--- src/hdl/ppa_pkg.sv ---
// Package for the progressive pixel accumulator.
// Holds the item kind codes, the register map and the controller's state type.
// No dependencies.
`default_nettype none
package ppa_pkg;
  typedef enum logic [1:0] {
    KIND_SAMPLE = 2'd0,
    KIND_EOF    = 2'd1,
    KIND_CLEAR  = 2'd2,
    KIND_NONE   = 2'd3
  } kind_t;

  localparam logic [0:0] REG_WIDTH  = 1'b0;
  localparam logic [0:0] REG_HEIGHT = 1'b1;
  localparam logic [8:0] DIM_RESET  = 9'd256;
  localparam int unsigned COUNT_BITS = 16;
  localparam logic [15:0] COUNT_MAX = 16'hFFFF;

  typedef enum logic [2:0] {
    ST_CLEAR,
    ST_IDLE,
    ST_READ,
    ST_MATH,
    ST_WAIT,
    ST_OUT
  } state_t;
endpackage
`default_nettype wire

--- src/hdl/ppa_math.sv ---
// Per-channel byte unit: floor(4*acc/n) by restoring division, then an
// integer square root one result bit a cycle, shared across three channels.
// Depends on ppa_pkg.
`default_nettype none
module ppa_math #(
  parameter int ACC_BITS = 32
) (
  input  wire logic                         clk,
  input  wire logic                         rst,
  input  wire logic                         start,
  input  wire logic [3*ACC_BITS-1:0]        acc_in,
  input  wire logic [ppa_pkg::COUNT_BITS:0] n_in,
  output logic                              busy,
  output logic                              done,
  output logic [23:0]                       bytes
);
  localparam int QB = ACC_BITS + 2 + ACC_BITS % 2;
  localparam int RB = ppa_pkg::COUNT_BITS + 2;
  localparam int SB = QB / 2 + 1;
  localparam int CB = $clog2(QB + 1);

  logic [1:0]   chan;
  logic         phase;
  logic [CB-1:0] cnt;
  logic [QB-1:0] q;
  logic [RB-1:0] rem;
  logic [QB+1:0] srem;
  logic [SB-1:0] root;
  logic [QB-1:0] sq;
  logic [3*ACC_BITS-1:0] accs;
  logic [ppa_pkg::COUNT_BITS:0] n;

  logic [RB-1:0] rem_sh;
  logic [QB+1:0] srem_sh;
  logic [QB+1:0] trial;

  always_comb begin
    rem_sh  = {rem[RB-2:0], q[QB-1]};
    srem_sh = {srem[QB-1:0], sq[QB-1:QB-2]};
    trial   = {{(QB+2-SB-2){1'b0}}, root, 2'b01};
  end

  always_ff @(posedge clk) begin
    if (rst) begin
      busy <= 1'b0;
      done <= 1'b0;
    end else begin
      done <= 1'b0;
      if (start && !busy) begin
        busy  <= 1'b1;
        accs  <= acc_in;
        n     <= n_in;
        chan  <= 2'd0;
        phase <= 1'b0;
        cnt   <= CB'(QB);
        q     <= QB'({acc_in[ACC_BITS-1:0], 2'b00});
        rem   <= '0;
      end else if (busy) begin
        if (!phase) begin
          // Restoring division, one quotient bit a cycle.
          if (rem_sh >= RB'(n)) begin
            rem <= rem_sh - RB'(n);
            q   <= {q[QB-2:0], 1'b1};
          end else begin
            rem <= rem_sh;
            q   <= {q[QB-2:0], 1'b0};
          end
          if (cnt == CB'(1)) begin
            phase <= 1'b1;
            cnt   <= CB'(SB);
            srem  <= '0;
            root  <= '0;
          end else begin
            cnt <= cnt - CB'(1);
          end
        end else begin
          if (cnt == CB'(SB)) begin
            // The final quotient sits in q, whose width QB is padded to an even number of bits for pairing.
            sq <= q;
          end
          if (cnt != CB'(SB)) begin
            sq <= {sq[QB-3:0], 2'b00};
            if (srem_sh >= trial) begin
              srem <= srem_sh - trial;
              root <= {root[SB-2:0], 1'b1};
            end else begin
              srem <= srem_sh;
              root <= {root[SB-2:0], 1'b0};
            end
          end
          if (cnt == CB'(0)) begin
            bytes <= {(root > SB'(255)) ? 8'd255 : root[7:0], bytes[23:8]};
            if (chan == 2'd2) begin
              busy <= 1'b0;
              done <= 1'b1;
            end else begin
              chan  <= chan + 2'd1;
              accs  <= {{ACC_BITS{1'b0}}, accs[3*ACC_BITS-1:ACC_BITS]};
              phase <= 1'b0;
              cnt   <= CB'(QB);
              q     <= QB'({accs[2*ACC_BITS-1:ACC_BITS], 2'b00});
              rem   <= '0;
            end
          end else begin
            cnt <= cnt - CB'(1);
          end
        end
      end
    end
  end
endmodule
`default_nettype wire

--- config.mk ---
export PLATFORM = sky130hd
export DESIGN_NAME = ppa_math
export DESIGN_NICKNAME = d
export VERILOG_FILES = /design/src/hdl/ppa_pkg.sv /design/src/hdl/ppa_math.sv
export SDC_FILE = /design/constraint.sdc
export NUM_CORES = 1
export LEC_CHECK = 0
export ABC_AREA = 1
export BUFFER_PORTS_ARGS = -buffer_cell sky130_fd_sc_hd__buf_2
export CAP_MARGIN = 10
export CORE_MARGIN = 1
export CORE_UTILIZATION = 30
export DETAILED_ROUTE_END_ITERATION = 8
export GPL_TIMING_DRIVEN = 0
export PLACE_DENSITY = 0.57
export SETUP_SLACK_MARGIN = 0.3
export SYNTH_ARGS = -nofsm -noshare
export SYNTH_HDL_FRONTEND = slang
export SYNTH_SLANG_ARGS = --single-unit
--- constraint.sdc ---
create_clock -name clk -period 6.8 [get_ports clk]
set_input_delay 0.68 -clock clk [delete_from_list [all_inputs] [get_ports clk]]
set_output_delay 0.68 -clock clk [all_outputs]
set_load 0.005 [all_outputs]
* Word-level counts from Yosys, hierarchy flattened
Cells that the tools add are included.
** Word-level totals
- Logic and storage cells :: 99
- Output and inout port bits :: 26
- Input port bits :: 116
- Flip-flop bits (word level) :: 285
** Cells by class
- Reductions and logical operators :: 17
- Equal/unequal tests :: 9
- Add/sub/neg operators :: 4
- $lt $le $gt $ge :: 3
- Mux-type cells :: 45
- Bitwise gates (word level) :: 5
** Operators by type and width (number)
- 96-bit 2-to-1 mux :: 5
- 34-bit 2-to-1 mux :: 11
- 17-bit 2-to-1 mux :: 5
- 18-bit 2-to-1 mux :: 3
- 36-bit by 20-bit >= comparator with 1-bit output :: 1
- 34-bit by 20-bit subtractor with 34-bit output :: 1
- 6-bit 2-to-1 mux :: 5
- 5-bit AND reduction :: 4
- 18-bit by 17-bit >= comparator with 1-bit output :: 1
- 18-bit by 8-bit > comparator with 1-bit output (second input constant) :: 1
- 17-bit subtractor :: 1
- 1-bit 2-to-1 mux :: 12
- 2-bit nonzero test :: 5
- 2-bit 2-to-1 mux :: 4
- 6-bit by 1-bit == test with 1-bit output (second input constant) :: 1
- 6-bit by 5-bit == test with 1-bit output (second input constant) :: 1
- 6-bit logical NOT :: 1
- 6-bit by 5-bit inequality test with 1-bit output (second input constant) :: 1
- 6-bit by 1-bit subtractor with 6-bit output (second input constant) :: 1
- 1-bit inverter :: 5
- 5-bit OR reduction :: 1
- 4-bit inequality test (second input constant) :: 1
- 2-bit AND reduction :: 2
- 4-bit AND reduction :: 1
- 9 further kinds :: 9

* Longest topological paths before layout
Gate-level depths: netlist (run 1).
- Word-level depth :: 6
- Gate-level depth with buffers :: 16
- Gate-level depth less buffers :: 16

* Least setup slack after synthesis (run 1)
No wires, ideal clock.
- Path kind :: input-to-reg
- Start point :: input start
- End point :: register accs[32] (enable)
- Library setup time :: 0.589 ns
- Data required time :: 6.211 ns
- Stages :: 4
- Path buffers :: 0
- Arrival time :: 6.115 ns
- Setup slack :: 0.096 ns
- Cells stage by stage :: inv_1 > nor2_1 > nor2_1 > a211oi_1
** Between the ends
- Word-level cells in the longest chain between the ends :: 3
- Elaborated cells between the ends (all ways) :: 6
- Classes of those cells :: eq/ne (1); reduce/logical (5)
** Ends and longest elaborated chain
- start, declared :: RTL line ppa_math.sv:10 : input wire logic start,
- 1-bit logical AND (*) :: RTL line ppa_math.sv:49 : if (start && !busy) begin
- 2-bit inequality test (no source line) / 2-bit nonzero test (equally long branches)
- 5-bit AND reduction (no source line) (*)
- end signal, assigned :: RTL line ppa_math.sv:51 : accs <= acc_in;
- end signal, assigned :: RTL line ppa_math.sv:98 : accs <= {{ACC_BITS{1'b0}}, accs[3*ACC_BITS-1:ACC_BITS]};
- end, declared :: RTL line ppa_math.sv:30 : logic [3*ACC_BITS-1:0] accs;
Mark *: on every way between the ends. The rest lies on a longest branch, timed or not.
A chain may end at the register's enable or synchronous reset.

* Worst setup path in the final report (run 1)
- Start point :: register busy
- End point :: register rem[6] (enable)
** Between the ends
- Word-level cells in the longest chain between the ends :: 4
- Elaborated cells between the ends (all ways) :: 6
- Classes of those cells :: eq/ne (2); reduce/logical (4)
** Ends and longest elaborated chain
- start, declared :: RTL line ppa_math.sv:13 : output logic busy,
- start signal, assigned :: RTL line ppa_math.sv:45 : busy <= 1'b0;
- start signal, assigned :: RTL line ppa_math.sv:50 : busy <= 1'b1;
- start signal, assigned :: RTL line ppa_math.sv:94 : busy <= 1'b0;
- 1-bit logical NOT :: RTL line ppa_math.sv:49
- 1-bit logical AND :: RTL line ppa_math.sv:49
- 3-bit inequality test (no source line), or another cell as far along
- 4-bit AND reduction (no source line) (*)
- end signal, assigned :: RTL line ppa_math.sv:62 : rem <= rem_sh - RB'(n);
- end signal, assigned :: RTL line ppa_math.sv:65 : rem <= rem_sh;
- end, declared :: RTL line ppa_math.sv:26 : logic [RB-1:0] rem;
Marked as above.

==> reports/qor.yml, run 1 <==
setup_tns_ns: 0
cts.sink_count: 253
dp_hpwl_um: 25100
via_count: 10300
grt_pass1_vias: 10300
avgSynthCellArea_um2: 9.02
wirelength_um: 32600
worstSetupEndpointType: "flop"
rows: 76
tightest_slew_ns: 0.887
total_leakage_power_uw: 0.00687
maxCapViolCount: 0
ir_worst_vdd_uv: 189
setup_violations: 0
synth_nets: 1631
area_growth_pct: 20.5
die_height_um: 212
holdWs_ns: 0.292
routabilityCongestion: 0.950
r2r-end: "rem[6]$_SDFFCE_PP0P_"
cts.path.max_buffers: 3
die_w_um: 212
synth_flop_cell: "edfxtp_1"
synth_edf_count: 251
netlist_area_um2: 13300
hold_class: "in -> reg"
hold_start: "n_in[12]"
rsz0062_at_grt: "false"
post_cts_buffers: 0
cts_made_buffers: 30
via_per_inst: 4.53
worstSkewPairLatency_ns: 0.57
worstPathMaxFanout: 20
cts_hold_buf: 0
synthTopCellsByCount: "nand2_1, edfxtp_1, inv_1, nor2_1, o21ai_0"
cts_tree: "built"
worstPathRequired_ns: 7.07
crit_arrival_ns: 3.32
start_util_pct: 30.6
core_area_um2: 43400
r2r-start: "busy$_SDFF_PP0_"
yosysTopAreaCell: "edfxtp_1"
hold_viol_final: 0
hold_depth: 1
grt_max_degree: 24
wire_per_inst_um: 14.4
numPortBuffers: 141
cts-htree-levels: 1
finalCritPeriodShare_pct: 44.9
antenna_found_initial: 6
nets: 1816
r2r_setup_slack_ns: 3.75
cellPowerDensity_nw_per_um2: 242
io_pins: 142
period_minus_slack_ns: 3.05
slew_headroom_pct: 40.4
syn_inst: 1473
track_usage_pct: 14.7
dr.pass1.iters: 5
yosys_warnings: 0
synthTopCellsByArea: "edfxtp_1, nand2_1, inv_1"
ys_ff_latch: 253
maxSlewViolCount: 0
dr.first_iter.drc_count: 563
dieArea_um2: 45100
yosysMostFrequentCell: "nand2_1"
cts_root_buf: "clkbuf_16"
start_kind: "flop"
yosys.area.top_type_share_pct: 56.7
ys_types: 38
drc: 0
ys_async_sr_fraction_pct: 0
cts.reportedPaths.clkPinSlew_ns: 0.06
fin_skew_ns: 0.0157
ys_seq_area_share_pct: 57.1
grt_overflow_total: 0
status: "finished clean"
fmax_mhz: 328
reg2reg_depth: 6
critPathKind: "reg -> reg"
drt.antenna.violating_nets: 0
layout-drive-gt1-share_pct: 14.2
ctsResizeCount: 0
grt_pass1_wl_um: 52700
min_to: "n[12]$_DFFE_PP_"
worst max-delay path, cell delays in order, from the launching register on:
cell and delay [ns]:
dfxtp_1 0.38, nor2_1 0.66, nor2_1 0.32, clkbuf_1 0.36, a21oi_4 0.59, buf_16 0.24, buf_16 0.18
state kept, by name, summed over array words and instances (netlist names):
name,count
chan,2
n,17
sq,34
root,18
cnt,6
phase,1
srem,34
done,1
q,34
rem,17
bytes,24
accs,64
busy,1
logic make-up after synthesis:
group	share of synthesized area (%)
AOI/OAI and AO/OA	7.99
xor gates and xnor gates	1.98
adders and majority gates	4.01
buffers and inverters	8.01
DFF	57.1
and+or+nand+nor	21.0
per-stage QoR:
step | area [µm²] | utilization [%] | worst slack, ns | power [µW] | cells
floorplan | 13300 | - | 2.39 | 2170 | 1473
global placement | 14700 | 34.0 | 0.0632 | 2310 | 2199
detailed placement | 15000 | 34.7 | 3.31 | 2330 | 2211
CTS | 16000 | 36.9 | 3.72 | 3930 | 2267
global route | 16000 | 36.9 | 3.53 | 4050 | 2267
finish | 16000 | 36.9 | 3.75 | 3880 | 2269
routing by layer:
metal	vias to the layer above	routed length, µm	GRT usage (%)
met3	51	1840	2.98
met4	8	702	4.12
met1	4770	14700	18.7
li1	5203	-	-
met2	251	15400	25.2
met5	-	44	0
worst max-delay path by stage:
stage / slack [ns] / end / start / depth (start not counted)
after CTS: 3.72 / rem[6]$_SDFFCE_PP0P_ / busy$_SDFF_PP0_ / 6
after global placement: 0.06 / rem[11]$_SDFFCE_PP0P_ / start / 6
final: 3.75 / rem[6]$_SDFFCE_PP0P_ / busy$_SDFF_PP0_ / 6
after global routing: 3.53 / rem[6]$_SDFFCE_PP0P_ / busy$_SDFF_PP0_ / 6
after floorplan: 2.39 / accs[32]$_DFFE_PP_ / start / 4
after detailed placement: 3.31 / rem[15]$_SDFFCE_PP0P_ / start / 8
cell usage in the layout, fill, tap and decap left out, types with 7 or more instances in the layout:
cell type  count
nor3_1        13
inv_1        223
edfxtp_1     251
buf_2        151
a21oi_1       54
nand2_1      427
ha_1          41
buf_16         7
xnor2_1       17
o21ai_0       85
clkbuf_16     31
nand3_1       46
clkbuf_1      32
nor2_1       166
o211ai_1      33
clkinv_2       7
nand4_1       16
xor2_1        13
power breakdown:
group / internal (µW) / total [µW] / switching (µW)
sequential: 1810 / 1840 / 26.5
clock: 923 / 1590 / 663
combinational: 166 / 457 / 291
final cells by class:
cell class,count,area [µm²]
diodes,2,5.00
inverters,225,845
well taps,585,732
repair buffers,153,966
clock inverters,16,148
clock buffers,40,820
fillers,4424,27400
multi-input cells,951,4700
flip-flops and latches,253,7580
plain buffers,44,219
No activity file was read; power rests on OpenSTA's default activity.
==> inputs of run 2 (changes only) <==
==> constraint.sdc (replaced) <==
create_clock -name clk -period 2.6 [get_ports clk]
set_input_delay 0.26 -clock clk [delete_from_list [all_inputs] [get_ports clk]]
set_output_delay 0.26 -clock clk [all_outputs]
set_load 0.005 [all_outputs]
==> run 2 against run 1 <==
Hold slack lost 0.27 ns; sequential cell count is the same; count of clock-buffer cells in the layout shrank 5.
==> reports/qor.yml, run 2 (synthesized netlist as in run 1, its figures left out) <==
dr.pass1.iters: 5
place_ws_ns: -0.961
total_leakage_power_uw: 0.00755
worstPathMaxFanout: 5
dieArea_um2: 45100
layout-drive-gt1-share_pct: 19.7
hold_depth: 3
largest_reg_flops: 64
holdWs_ns: 0.0193
period_minus_slack_ns: 2.27
layout_commonest_cell: "nand2_1"
cellPowerDensity_nw_per_um2: 588
setup_violations: 0
max_stage_delay_ns: 0.42
reg2reg_depth: 12
dp_hpwl_um: 24600
cts_root_buf: "clkbuf_16"
grt_overflow_total: 0
via_per_inst: 4.44
status: "finished clean"
worstSkewPairLatency_ns: 0.58
power_uw: 10600
finalWorstSetupSlack_ns: 0.334
cts.path.max_buffers: 3
fin_skew_ns: 0.0192
r2r-start: "cnt[1]$_SDFFCE_PP1P_"
wirelength_um: 34800
cp_common_cell: "inv_2"
numPortBuffers: 141
start_kind: "flop"
worstSetupEndpointType: "flop"
dr.first_iter.drc_count: 639
track_usage_pct: 15.6
core_area_um2: 43400
cts_made_buffers: 31
rows: 76
hold_start: "acc_in[93]"
start_util_pct: 30.6
hold_viol_final: 0
slowest_stage: "edfxtp_1"
slew_headroom_pct: 40.3
finalCritPeriodShare_pct: 87.2
placed_area_um2: 15000
multi_input_area_um2: 5230
tightest_slew_ns: 0.888
cts.reportedPaths.clkPinSlew_ns: 0.06
io_pins: 142
nets: 1958
drt.antenna.violating_nets: 0
crit_arrival_ns: 2.57
fin_area_um2: 18000
grt_pass1_vias: 11000
critPathKind: "reg -> reg"
hold_class: "in -> reg"
grt_pass1_wl_um: 56000
min_to: "accs[93]$_SDFFCE_PN0P_"
drc: 0
maxCapViolCount: 0
area_growth_pct: 35.2
worstPathRequired_ns: 2.90
r2r-end: "accs[74]$_SDFFCE_PN0P_"
grt_max_degree: 33
antenna_found_initial: 0
rsz0062_at_grt: "true"
worstPathCellList: "inv_2 > ha_4 > nand2_4 > nor3_4 > inv_2 > nor2_4 > inv_2 > a211oi_4 > buf_8 > buf_16 > buf_8 > clkbuf_16"
die_height_um: 212
regArea_um2: 7580
maxSlewViolCount: 0
antenna_cells: 0
top_register: "accs"
fillers: 4278
ir_worst_vdd_uv: 569
cts.sink_count: 253
cts-htree-levels: 1
r2r_setup_slack_ns: 0.33
fmax_mhz: 441
cts_tree: "built"
die_w_um: 212
layout.cells.most_common_list: "nand2_1, edfxtp_1, inv_1"
wire_per_inst_um: 14.5
routabilityCongestion: 0.945
via_count: 10700
run 2: cell count changes in the layout (fill, tap and decap cells not counted), sizes merged, moves of 3 or more:
| cell | before | now |
|---|---|---|
| clkinv | 13 | 17 |
| inv | 223 | 227 |
| buf | 173 | 202 |
| dlygate4sd3 | 0 | 108 |
| clkinvlp | 3 | 0 |
run 2: worst max-delay path, delay by kind of cell (launching register included):
family / cells / cell delay [ns]
AO/OA/AOI/OAI: 1 / 0.32
adder cells (fa/ha/maj): 1 / 0.15
buffers and inverters: 7 / 0.75
flip-flops: 1 / 0.42
AND/OR/NAND/NOR: 3 / 0.33
run 2: per-layer routing:
metal  wire [µm]  global-route usage (%)  vias to the layer above
li1            -                       -                     5482
met1       15800                    20.0                     4943
met2       16500                    26.6                      228
met3        1630                    2.72                       51
met4         863                    4.81                        0
met5           0                       0                        -
run 2: what timing repair did:
item / 4_1_cts / 5_1_grt
gates cloned: 2 / 2
hold buffers: 108 / 0
endpoints found under the setup margin: 279 / 112
endpoints found under the hold margin: 108 / 0
pin swaps: 6 / 18
resized for setup: 24 / 94
setup buffers: 13 / 19
run 2: power by group:
part | leakage, µW | internal (µW) | switching, µW
Clock | 0.000497 | 2500 | 1770
Combinational | 0.00477 | 631 | 832
Sequential | 0.00228 | 4740 | 80.7
Total | 0.00755 | 7870 | 2680
run 2: per-stage QoR:
step	std cells	util [%]	setup TNS, ns
floorplan	1473	-	-70.89
CTS	2388	40.0	0
detailed placement	2208	34.6	-80.34
global route	2409	41.4	0
finish	2409	41.4	0
global placement	2199	34.1	-301.98
run 2: layout make-up:
class | count | share of cell area (%)
multi-input cells | 952 | 29.1
repair buffers | 293 | 12.9
inverters | 225 | 4.70
plain buffers | 44 | 1.35
clock buffers | 35 | 4.40
flip-flops and latches | 253 | 42.2
clock inverters | 22 | 1.18
well taps | 585 | 4.08
run 2: worst max-delay path by stage:
stage | from | end | slack (ns)
final | cnt[1]$_SDFFCE_PP1P_ | accs[74]$_SDFFCE_PN0P_ | 0.33
after global routing | srem[17]$_SDFFCE_PN0P_ | srem[33]$_SDFFCE_PN0P_ | 0.23
after CTS | root[4]$_SDFFCE_PN0P_ | srem[19]$_SDFFCE_PN0P_ | 0.29
after detailed placement | start | n[12]$_DFFE_PP_ | -0.96
after global placement | start | accs[72]$_SDFFCE_PN0P_ | -1.88
after floorplan | cnt[0]$_SDFFCE_PP0P_ | accs[32]$_DFFE_PP_ | -0.64
==> inputs of run 3 (changes only) <==
--- a/config.mk
+++ b/config.mk
@@ -10,9 +10,11 @@
 export CAP_MARGIN = 10
 export CORE_MARGIN = 1
 export CORE_UTILIZATION = 30
+export CTS_CLUSTER_DIAMETER = 60
 export DETAILED_ROUTE_END_ITERATION = 8
 export GPL_TIMING_DRIVEN = 0
 export PLACE_DENSITY = 0.57
+export RECOVER_POWER = 100
 export SETUP_SLACK_MARGIN = 0.3
 export SYNTH_ARGS = -nofsm -noshare
 export SYNTH_HDL_FRONTEND = slang
==> run 3 against run 2 <==
Die area unchanged; critical path depth stayed put; clock skew is essentially flat; power increased by 1.2%; count of clock-buffer cells in the layout increased by 5; sequential power is essentially flat; critical endpoint is now accs[68]$_SDFFCE_PN0P_.
==> reports/qor.yml, run 3 (synthesized netlist as in run 1, its figures left out) <==
status: "finished clean"
crit_arrival_ns: 2.66
nets: 1916
hold_viol_final: 0
start_kind: "flop"
grt_max_degree: 33
grt_overflow_total: 0
maxCapViolCount: 0
area_growth_pct: 31.5
worstPathMaxFanout: 5
worstSetupEndpointType: "flop"
dr.first_iter.drc_count: 651
cts_root_buf: "clkbuf_16"
maxSlewViolCount: 0
top_register: "accs"
layout-drive-gt1-share_pct: 18.5
placed_area_um2: 15000
regArea_um2: 7580
drc: 0
fin_area_um2: 17500
reg2reg_depth: 12
use_met3_pct: 3.71
slowest_stage: "edfxtp_1"
die_w_um: 212
worstSkewPairLatency_ns: 0.54
tightest_slew_ns: 0.887
io_pins: 142
cts_made_buffers: 34
rsz0062_at_grt: "true"
period_minus_slack_ns: 2.40
track_usage_pct: 15.4
start_util_pct: 30.6
cts_tree: "built"
max_stage_delay_ns: 0.41
finalCritPeriodShare_pct: 92.2
worstPathCellList: "inv_1 > ha_1 > nand2_4 > nor3_4 > inv_1 > nor2_4 > inv_1 > a211oi_4 > buf_8 > buf_16 > buf_8 > clkbuf_16"
min_to: "accs[84]$_SDFFCE_PN0P_"
core_area_um2: 43400
grt_pass1_wl_um: 54800
cp_common_cell: "inv_1"
finalWorstSetupSlack_ns: 0.204
via_count: 10600
r2r_setup_slack_ns: 0.20
antenna_found_initial: 4
dp_hpwl_um: 24600
cts.sink_count: 253
hold_depth: 3
fillers: 4373
worstPathRequired_ns: 2.86
slew_headroom_pct: 40.4
r2r-start: "cnt[1]$_SDFFCE_PP1P_"
layout_commonest_cell: "nand2_1"
grtUsageMet1_pct: 19.5
drt.antenna.violating_nets: 0
multi_input_area_um2: 5190
total_leakage_power_uw: 0.00733
layout.cells.most_common_list: "nand2_1, edfxtp_1, inv_1"
critPathKind: "reg -> reg"
cellPowerDensity_nw_per_um2: 611
cts.reportedPaths.clkPinSlew_ns: 0.06
dr.pass1.iters: 5
fin_skew_ns: 0.0196
routabilityCongestion: 0.945
setup_violations: 0
largest_reg_flops: 64
via_per_inst: 4.47
numPortBuffers: 141
wire_per_inst_um: 14.5
die_height_um: 212
r2r-end: "accs[68]$_SDFFCE_PN0P_"
top_usage_layer: "met2"
met2_usage_pct: 25.6
cts-htree-levels: 2
place_ws_ns: -0.961
wirelength_um: 34300
dieArea_um2: 45100
fmax_mhz: 417
rows: 76
hold_start: "acc_in[84]"
cts.path.max_buffers: 3
ir_worst_vdd_uv: 502
hold_class: "in -> reg"
grt_pass1_vias: 10800
[run 3: changes by cell type in the layout (fill, tap and decap cells not counted), sizes merged]
| cell | delta |
|---|---|
| buf | -24 |
| clkinvlp | +2 |
| dlygate4sd3 | -47 |
| diode | +2 |
| bufinv | -1 |
| clkbuf | +31 |
| clkinv | -3 |
[run 3: where the power goes]
group	leakage, µW	internal [µW]	switching [µW]
Sequential	0.00228	4740	80.3
Clock	0.000508	2620	1840
Combinational	0.00455	581	814
Total	0.00733	7950	2730
[run 3: what timing repair did]
action	CTS	global route
hold buffers	61	0
cloned	2	2
setup endpoints to repair	279	138
resized for setup	26	93
setup buffers	14	20
endpoints found under the hold margin	61	0
pin swaps	7	18
[run 3: worst max path at each step]
stage	startpoint	end	depth (start not counted)
6_report	cnt[1]$_SDFFCE_PP1P_	accs[68]$_SDFFCE_PN0P_	12
4_1_cts	root[8]$_SDFFCE_PN0P_	srem[19]$_SDFFCE_PN0P_	14
2_1_floorplan	cnt[0]$_SDFFCE_PP0P_	accs[32]$_DFFE_PP_	8
5_1_grt	cnt[1]$_SDFFCE_PP1P_	accs[68]$_SDFFCE_PN0P_	12
3_3_place_gp	start	accs[72]$_SDFFCE_PN0P_	5
3_5_place_dp	start	n[12]$_DFFE_PP_	7
[run 3: final cells by class]
class	count	share of cell area, %
Clock inverter	20	1.02
Antenna cell	2	0.0287
Tap cell	585	4.19
Inverter	225	4.84
Clock buffer	40	5.00
Buffer	44	1.33
Sequential cell	253	43.4
Multi-Input combinational cell	952	29.7
Timing Repair Buffer	248	10.5
[run 3: metal layers]
metal,wire length (µm),share of wire [%]
met1,15500,45
met2,16100,47
met3,1740,5.1
met4,927,2.7
met5,20,0.058
[run 3: through the flow]
stage / cells / utilization (%) / TNS, ns / hold WS, ns / power, µW
finish: 2369 / 40.3 / 0 / 0.0179 / 10700
global placement: 2199 / 34.1 / -301.98 / 0.426 / 6030
CTS: 2345 / 39.0 / 0 / 0.00177 / 10700
floorplan: 1473 / - / -70.89 / 0.329 / 5670
global route: 2367 / 40.3 / 0 / 0.00799 / 11100
detailed placement: 2208 / 34.6 / -80.34 / 0.429 / 6080
[run 3: critical path, delay by kind of cell (launching register included)]
kind                       cells  cell delay, ns
buffers and inverters          7            0.80
AOI/OAI and AO/OA              1            0.34
DFF                            1            0.41
and+or+nand+nor                3            0.34
adders and majority gates      1            0.22
